==> src/hw/rtl/ecdf_pkg.sv <==
`timescale 1ns / 1ps

package ecdf_pkg;

    localparam int TABLE_DEPTH = 64;
    localparam int SIZE_WIDTH  = 32;

    localparam int PROB_W  = 17;
    localparam int INDEX_W = 6;
    localparam int COUNT_W = 7;
    localparam int ADDR_W  = $clog2(TABLE_DEPTH);
    localparam int SCAN_W  = ADDR_W + 1;
    localparam int PROD_W  = PROB_W + SIZE_WIDTH;
    localparam int STEP_W  = $clog2(PROD_W);

    localparam logic [SIZE_WIDTH-1:0] FALLBACK_RESET = SIZE_WIDTH'(50);

    // opcodes
    localparam logic OP_LOAD   = 1'b0;
    localparam logic OP_SAMPLE = 1'b1;

    // configuration register indexes
    localparam int  CFG_IDX_W       = 1;
    localparam logic REG_ENTRY_COUNT = 1'b0;
    localparam logic REG_FALLBACK    = 1'b1;

    // divider status toward the sequencer
    typedef struct packed {
        logic done;
        logic inexact;
    } div_status_t;

endpackage

==> src/hw/rtl/ecdf_div.sv <==
`timescale 1ns / 1ps

module ecdf_div
    import ecdf_pkg::*;
(
    input  logic              clk,
    input  logic              rst_n,
    input  logic              start,
    input  logic [PROD_W-1:0] dividend,
    input  logic [PROB_W-1:0] divisor,
    output logic [PROD_W-1:0] quotient,
    output div_status_t       status
);

    logic              busy_reg, busy_next;
    logic              done_reg, done_next;
    logic [STEP_W-1:0] step_reg, step_next;
    logic [PROD_W-1:0] dvd_reg, dvd_next;
    logic [PROB_W-1:0] rem_reg, rem_next;
    logic [PROB_W-1:0] dsr_reg, dsr_next;
    logic [PROB_W:0]   shifted;
    logic [PROB_W:0]   diff;
    logic              fits;

    // restoring division, one quotient bit per cycle
    always_comb
    begin
        shifted   = {rem_reg, dvd_reg[PROD_W-1]};
        diff      = shifted - {1'b0, dsr_reg};
        fits      = shifted >= {1'b0, dsr_reg};
        busy_next = busy_reg;
        done_next = 1'b0;
        step_next = step_reg;
        dvd_next  = dvd_reg;
        rem_next  = rem_reg;
        dsr_next  = dsr_reg;
        if (start)
        begin
            busy_next = 1'b1;
            step_next = '0;
            dvd_next  = dividend;
            rem_next  = '0;
            dsr_next  = divisor;
        end
        else if (busy_reg)
        begin
            dvd_next = {dvd_reg[PROD_W-2:0], fits};
            rem_next = fits ? diff[PROB_W-1:0] : shifted[PROB_W-1:0];
            step_next = step_reg + STEP_W'(1);
            if (step_reg == STEP_W'(PROD_W - 1))
            begin
                busy_next = 1'b0;
                done_next = 1'b1;
            end
        end
    end

    always_ff @(posedge clk or negedge rst_n)
    begin
        if (!rst_n)
        begin
            busy_reg <= 1'b0;
            done_reg <= 1'b0;
            step_reg <= '0;
        end
        else
        begin
            busy_reg <= busy_next;
            done_reg <= done_next;
            step_reg <= step_next;
        end
    end

    always_ff @(posedge clk)
    begin
        dvd_reg <= dvd_next;
        rem_reg <= rem_next;
        dsr_reg <= dsr_next;
    end

    assign quotient       = dvd_reg;
    assign status.done    = done_reg;
    assign status.inexact = |rem_reg;

endmodule

==> config.mk <==
export PLATFORM = sky130hd
export DESIGN_NAME = ecdf_div
export DESIGN_NICKNAME = d
export VERILOG_FILES = /design/src/hw/rtl/ecdf_pkg.sv /design/src/hw/rtl/ecdf_div.sv
export SDC_FILE = /design/constraint.sdc
export NUM_CORES = 1
export LEC_CHECK = 0
export ABC_AREA = 1
export BUFFER_PORTS_ARGS = -buffer_cell sky130_fd_sc_hd__buf_2
export CAP_MARGIN = 20
export CELL_PAD_IN_SITES_DETAIL_PLACEMENT = 0
export CELL_PAD_IN_SITES_GLOBAL_PLACEMENT = 1
export CORE_MARGIN = 10
export CORE_UTILIZATION = 43
export CTS_CLUSTER_SIZE = 10
export DETAILED_ROUTE_END_ITERATION = 12
export GPL_TIMING_DRIVEN = 1
export PLACE_DENSITY = 0.84
export SLEW_MARGIN = 25
export SYNTH_ARGS = -nofsm -noshare
export SYNTH_HDL_FRONTEND = slang
export SYNTH_SLANG_ARGS = --single-unit
==> constraint.sdc <==
create_clock -name clk -period 4.6 [get_ports clk]
set_clock_uncertainty 0.2 [all_clocks]
set_input_delay 0.69 -clock clk [delete_from_list [all_inputs] [get_ports clk]]
set_output_delay 0.69 -clock clk [all_outputs]
set_load 0.1 [all_outputs]
==> results.py, run 1 <==
metrics = {
    "run_status": {
        "run_status": "complete, no violations",
    },
    "clock_network": {
        "root_buffer": "clkbuf_16",
        "cts_setup_buffers": 0,
        "clk_path_buf_depth": 2,
        "cts-buffers-inserted": 9,
        "cts_tree": "yes",
        "cts_sinks": 91,
        "clk_pin_slew_ns": 0.06,
        "cts_max_level": 3,
        "clock_latency_ns": 0.34,
        "cts_resized": 0,
    },
    "synth": {
        "ys_ff_latch": 91,
        "netlist-cell-type-count": 39,
        "synthCells": 622,
        "syn_nets": 711,
        "syn_area_per_cell_um2": 8.245,
        "synth_edf_count": 66,
        "synth_top_cell_by_area": "edfxtp_1",
        "netlist.area_leader.share_pct": 38.64,
        "async_flop_share_pct": 8.791,
        "syn_area_um2": 5129,
        "synth_seq_area_share_pct": 49.18,
        "synth_warnings": 0,
        "yosys-top-cells-area": "edfxtp_1, nand2_1, dfxtp_1",
        "synth_ff_type": "edfxtp_1",
    },
    "finish": {
        "diodes": 0,
        "mostFrequentLayoutCell": "nand2_1",
        "areaGrowthSynthToFinish_pct": 20.32,
        "fillers": 1091,
        "largest_reg_flops": 49,
        "final_cell_mix": "nand2_1, buf_2, inv_1",
        "drive_gt1_share_pct": 24.63,
        "fin_nets": 827,
    },
    "grt": {
        "grt_pass1_wl_um": 21560,
        "grt.overflow.total": 0,
        "first_global_vias": 4416,
        "grt_usage_pct": 15.88,
        "grt_max_degree": 56,
        "grt_antenna_before_repair": 0,
    },
    "routing": {
        "routed_wl_um": 12820,
        "post-route-drc-count": 0,
        "first_pass_iters": 5,
        "routedWlPerCell_um": 14.47,
        "route.vias.total": 4231,
        "antenna_left": 0,
        "drt_iter0_drc": 281,
        "via_per_inst": 4.775,
    },
    "job": {
        "cap_viol_max_count": 0,
    },
    "placed_design": {
        "numPortBuffers": 119,
        "place.gp.congestion": 0.8428,
        "dpl.hpwl_um": 9740,
    },
    "sta": {
        "rsz0062_at_grt": "no",
        "hold_viol": 0,
        "worstMarginPinSlew_ns": 0.8627,
        "setup_tns_ns": 0,
        "drv_slew": 0,
        "post-route-min-period_ns": 2.568,
        "maxSlewHeadroom_pct": 42.40,
        "fin_crit_sh_pct": 55.83,
        "report.final.setup_viol": 0,
        "whs_ns": 0.2985,
        "fmax_mhz": 389.4,
    },
    "worst_setup_path": {
        "crit_family": "simple AND/OR/NAND/NOR gates",
        "worstReg2RegStart": "quotient[48]",
        "cp_max_fo": 5,
        "worstSetupPathType": "reg -> out",
        "slowest_delay_ns": 0.40,
        "critPathLaunchType": "flop",
        "endpoint_kind": "output port",
        "r2r_end": "rem_reg[14]",
        "cp.arrival_ns": 1.68,
        "required_ns": 3.71,
        "r2r_cells": 15,
        "path_cells": "nor4_1 -> nand4_1 -> buf_2",
        "r2r_slack_ns": 2.14,
        "critPathBufInv": 1,
        "cp_slowest_cell": "nor4_1",
    },
    "die": {
        "die_w_um": 129.2,
        "std_cell_rows": 39,
        "die-area_um2": 16700,
        "die_y_um": 129.2,
        "initial_core_util_pct": 44.35,
        "io_pins": 120,
        "core_area_um2": 11560,
    },
    "power_and_ir_drop": {
        "ir_worst_vdd_mv": 0.2039,
        "power_mw": 3.366,
        "cellPowerDensity_nw_per_um2": 545.4,
        "p_leak_nw": 3.250,
    },
    "min_path": {
        "hold_path_depth": 2,
        "hold_start": "rem_reg[5]",
        "min-delay-path-class": "reg -> reg",
        "holdPathEnd": "rem_reg[5]",
    },
}
Yosys cell counts (5+ instances only):
master / n
nand2_1: 280
inv_1: 69
edfxtp_1: 66
nand3_1: 24
nand2_2: 20
ha_1: 19
nand3b_1: 18
dfxtp_1: 17
nor2_1: 15
a21oi_1: 13
clkbuf_1: 10
dfrtp_1: 8
nor3_1: 7
nand2_4: 5
nand3_2: 5
nand4_1: 5
nor2_2: 5
xnor2_1: 5
where the power goes:
group,switching (mW),internal (mW),total [mW]
sequential,0.104,1.00,1.11
combinational,0.985,0.419,1.40
clock,0.323,0.533,0.856
logic make-up (layout without fill, tap and decap cells):
family	Yosys count	in the layout	synth area share (%)
adder cells (fa/ha/maj)	20	20	5.026
AO/OA/AOI/OAI	19	19	1.927
AND/OR/NAND/NOR	394	394	35.28
flip-flops	91	91	49.18
buffers and inverters	91	212	7.392
XOR/XNOR	7	7	1.195
worst register-to-register path, stage by stage, from the launching register on:
cell and delay, ns:
edfxtp_1 0.38, inv_1 0.09, ha_1 0.15, inv_1 0.08, fa_1 0.42, nand2_2 0.10
nand2_2 0.07, nand3_2 0.08, nand2_4 0.07, nand2_4 0.07, nand2_4 0.05, nand2_4 0.21
nand2_8 0.17, nand2_1 0.12, nand3_1 0.07, nand2_1 0.09
per-layer routing:
layer | track usage, % | up-vias | wire [um]
li1 | - | 2201 | -
met1 | 20.87 | 1895 | 6060
met2 | 24.61 | 121 | 5573
met3 | 4.812 | 14 | 1030
met4 | 4.883 | 0 | 157
met5 | 0 | - | 0
per-stage QoR:
| step | setup WS, ns | cell area (um2) | utilization [%] | cells |
|---|---|---|---|---|
| global route | 1.922 | 6171 | 53.36 | 886 |
| detailed placement | 1.862 | 5817 | 50.30 | 869 |
| finish | 2.032 | 6171 | 53.36 | 886 |
| CTS | 2.022 | 6170 | 53.35 | 886 |
| global placement | 1.892 | 5817 | 50.30 | 869 |
| floorplan | 1.815 | 5129 | - | 622 |
timing repair:
| action | 4_1_cts | 5_1_grt |
|---|---|---|
| endpoints found under the setup margin | 0 | 0 |
| hold buffers | 1 | 0 |
| endpoints found under the hold margin | 8 | 0 |
area by class of cell:
cell class | count | area (um2) | area share (%)
Sequential cell | 91 | 2522 | 40.88
Multi-Input combinational cell | 440 | 2227 | 36.09
Timing Repair Buffer | 122 | 620.6 | 10.06
Inverter | 74 | 279.0 | 4.521
Clock buffer | 10 | 229.0 | 3.710
Tap cell | 143 | 178.9 | 2.899
Clock inverter | 6 | 113.9 | 1.845
worst max path at each step:
stage / end / slack (ns) / startpoint / cells past startpoint
after floorplan: rem_reg[2] / 1.81 / quotient[48] / 16
after global placement: quotient[18] / 1.89 / start / 3
after detailed placement: quotient[17] / 1.86 / start / 3
after CTS: status[0] / 2.02 / rem_reg[0] / 3
after global routing: rem_reg[15] / 1.92 / quotient[48] / 15
final: status[0] / 2.03 / rem_reg[0] / 3
(Power assumes the default switching activity.)
==> run 2: changes to the inputs <==
CORE_UTILIZATION = 36   (was 43)
PLACE_DENSITY = 0.75   (was 0.84)
clock period = 2.1 ns   (was 4.6 ns; I/O delays follow)
==> run 2 against run 1 <==
The flow now finishes with violations (setup timing). Die area rose by 16%. Clock-buffer cell count is the same. Setup slack got worse by 2.1 ns. Critical path depth grew 11. Total power is 140% higher. Flip-flop and latch count stayed put. Non-clock buffer count up 71. Sequential power grew 120%. Global-route usage is 1.3 points lower. Routed wire length up 12%. Worst hold slack got worse by 0.27 ns. Final cell count up 13%. Critical path type is now reg -> reg.
==> results.py, run 2 (synthesis gave the netlist of run 1 again) <==
metrics = {
    "sta": {
        "worstMarginPinSlew_ns": 0.5136,
        "fmax_mhz": 457.2,
        "maxSlewHeadroom_pct": 66.00,
        "fin_crit_sh_pct": 104.1,
        "postLayoutSetupSlackWorst_ns": -0.08707,
        "post-route-min-period_ns": 2.187,
        "rsz0062_at_grt": "yes",
        "hold_viol": 0,
        "drv_slew": 0,
        "report.final.setup_viol": 18,
    },
    "clock_network": {
        "clock_latency_ns": 0.35,
        "root_buffer": "clkbuf_16",
        "clk_pin_slew_ns": 0.07,
        "cts_max_level": 3,
        "cts_sinks": 91,
        "clk_path_buf_depth": 2,
        "cts-buffers-inserted": 9,
        "cts_tree": "yes",
    },
    "placed_design": {
        "dpl.hpwl_um": 10780,
        "numPortBuffers": 119,
        "pre_cts_ws_ns": -0.1360,
        "place.gp.congestion": 0.8638,
    },
    "finish": {
        "multi_input_area_um2": 2414,
        "fillers": 1339,
        "mostFrequentLayoutCell": "nand2_1",
        "drive_gt1_share_pct": 32.76,
        "regArea_um2": 2527,
        "largest_reg_flops": 49,
        "fin_nets": 902,
        "final_cell_mix": "nand2_1, buf_2, inv_1, edfxtp_1, buf_4",
        "areaGrowthSynthToFinish_pct": 37.20,
    },
    "worst_setup_path": {
        "crit_top_cell": "nand2_4",
        "slowest_delay_ns": 0.41,
        "cp_max_fo": 9,
        "path_cells": "inv_2 -> ha_4 -> inv_2 -> fa_2 -> nand2_2 -> nand2_2 -> nand3_2 -> nand2_4 -> nand2_4 -> nand2_8 -> nand2_4 -> nand3b_1 -> nand3_2 -> nand2_1",
        "required_ns": 2.14,
        "r2r_slack_ns": -0.09,
        "worstSetupPathType": "reg -> reg",
        "r2r_cells": 14,
        "worstReg2RegStart": "quotient[48]",
        "endpoint_kind": "flop",
        "critPathBufInv": 2,
        "cp_slowest_cell": "edfxtp_1",
        "critPathLaunchType": "flop",
        "r2r_end": "rem_reg[5]",
        "cp.arrival_ns": 2.23,
        "crit_family": "simple AND/OR/NAND/NOR gates",
    },
    "die": {
        "core_area_um2": 13930,
        "die_y_um": 139.4,
        "io_pins": 120,
        "std_cell_rows": 43,
        "die-area_um2": 19420,
        "initial_core_util_pct": 36.81,
        "die_w_um": 139.4,
    },
    "routing": {
        "post-route-drc-count": 0,
        "antenna_left": 0,
        "routedWlPerCell_um": 14.41,
        "route.vias.total": 4572,
        "first_pass_iters": 5,
        "routed_wl_um": 14390,
        "via_per_inst": 4.577,
        "drt_iter0_drc": 234,
    },
    "grt": {
        "grt_usage_pct": 14.61,
        "grt_max_degree": 40,
        "grt_antenna_before_repair": 1,
        "first_global_vias": 4766,
        "grt_pass1_wl_um": 23520,
        "grt.overflow.total": 0,
    },
    "power_and_ir_drop": {
        "power_mw": 8.074,
        "p_leak_nw": 3.675,
        "cellPowerDensity_nw_per_um2": 1147,
        "ir_worst_vdd_mv": 0.6091,
    },
    "min_path": {
        "hold_start": "dividend[12]",
        "holdPathEnd": "quotient[12]",
        "hold_path_depth": 3,
        "min-delay-path-class": "in -> reg",
    },
    "job": {
        "cap_viol_max_count": 0,
    },
    "run_status": {
        "run_status": "complete, but fails checks",
        "failed_checks": "setup timing",
    },
}
run 2: cell type report:
cell class	count	area share (%)
multi-input combinational	444	34.30
clock inverter	6	1.014
sequential	91	35.92
antenna	1	0.03556
tap	180	3.201
clock buffer	10	3.396
timing repair buffer	193	18.14
inverter	74	4.001
run 2: timing repair:
action	in CTS	in global routing
hold buffers	18	0
pin swaps	5	10
gates cloned	3	1
resized for setup	10	18
buffers inserted	4	3
hold endpoints to repair	25	0
endpoints found under the setup margin	19	19
run 2: tightest hold or removal path: cells and delay by family:
family                 cells  cell delay [ns]
buffers and inverters      1             0.07
and+or+nand+nor            2             0.09
run 2: through the flow:
step / util, % / std cells / setup TNS, ns / hold slack [ns] / cell area, um2
3_3_place_gp: 45.43 / 953 / -1.374 / -0.03406 / 6331
2_1_floorplan: - / 622 / -10.57 / -0.1806 / 5194
3_5_place_dp: 45.43 / 953 / -1.659 / -0.02829 / 6331
5_1_grt: 50.48 / 998 / -3.329 / 0.02625 / 7034
4_1_cts: 49.79 / 994 / -0.4753 / 0.01602 / 6938
6_report: 50.50 / 999 / -1.076 / 0.03336 / 7037
run 2: how the worst max path moves through the flow:
stage / from / end / slack [ns] / cells past startpoint
after floorplan: quotient[48] / rem_reg[6] / -0.63 / 16
after global placement: quotient[48] / rem_reg[14] / -0.13 / 15
after detailed placement: quotient[48] / rem_reg[15] / -0.14 / 15
after CTS: quotient[48] / rem_reg[15] / -0.04 / 15
after global routing: quotient[48] / rem_reg[5] / -0.20 / 14
final: quotient[48] / rem_reg[5] / -0.09 / 14
run 2: per-layer routing:
layer  track usage (%)  routed length, um  part of all wire (%)
met3             6.295               1166                   8.1
met1             17.93               6573                    46
met4             3.734                151                   1.0
met5                 0                  0                     0
met2             22.97               6500                    45
run 2: power breakdown:
part	total, mW	leakage [nW]	internal (mW)	switching (mW)
sequential	2.40	0.951	2.20	0.194
combinational	3.96	2.57	1.46	2.51
clock	1.72	0.151	0.969	0.746
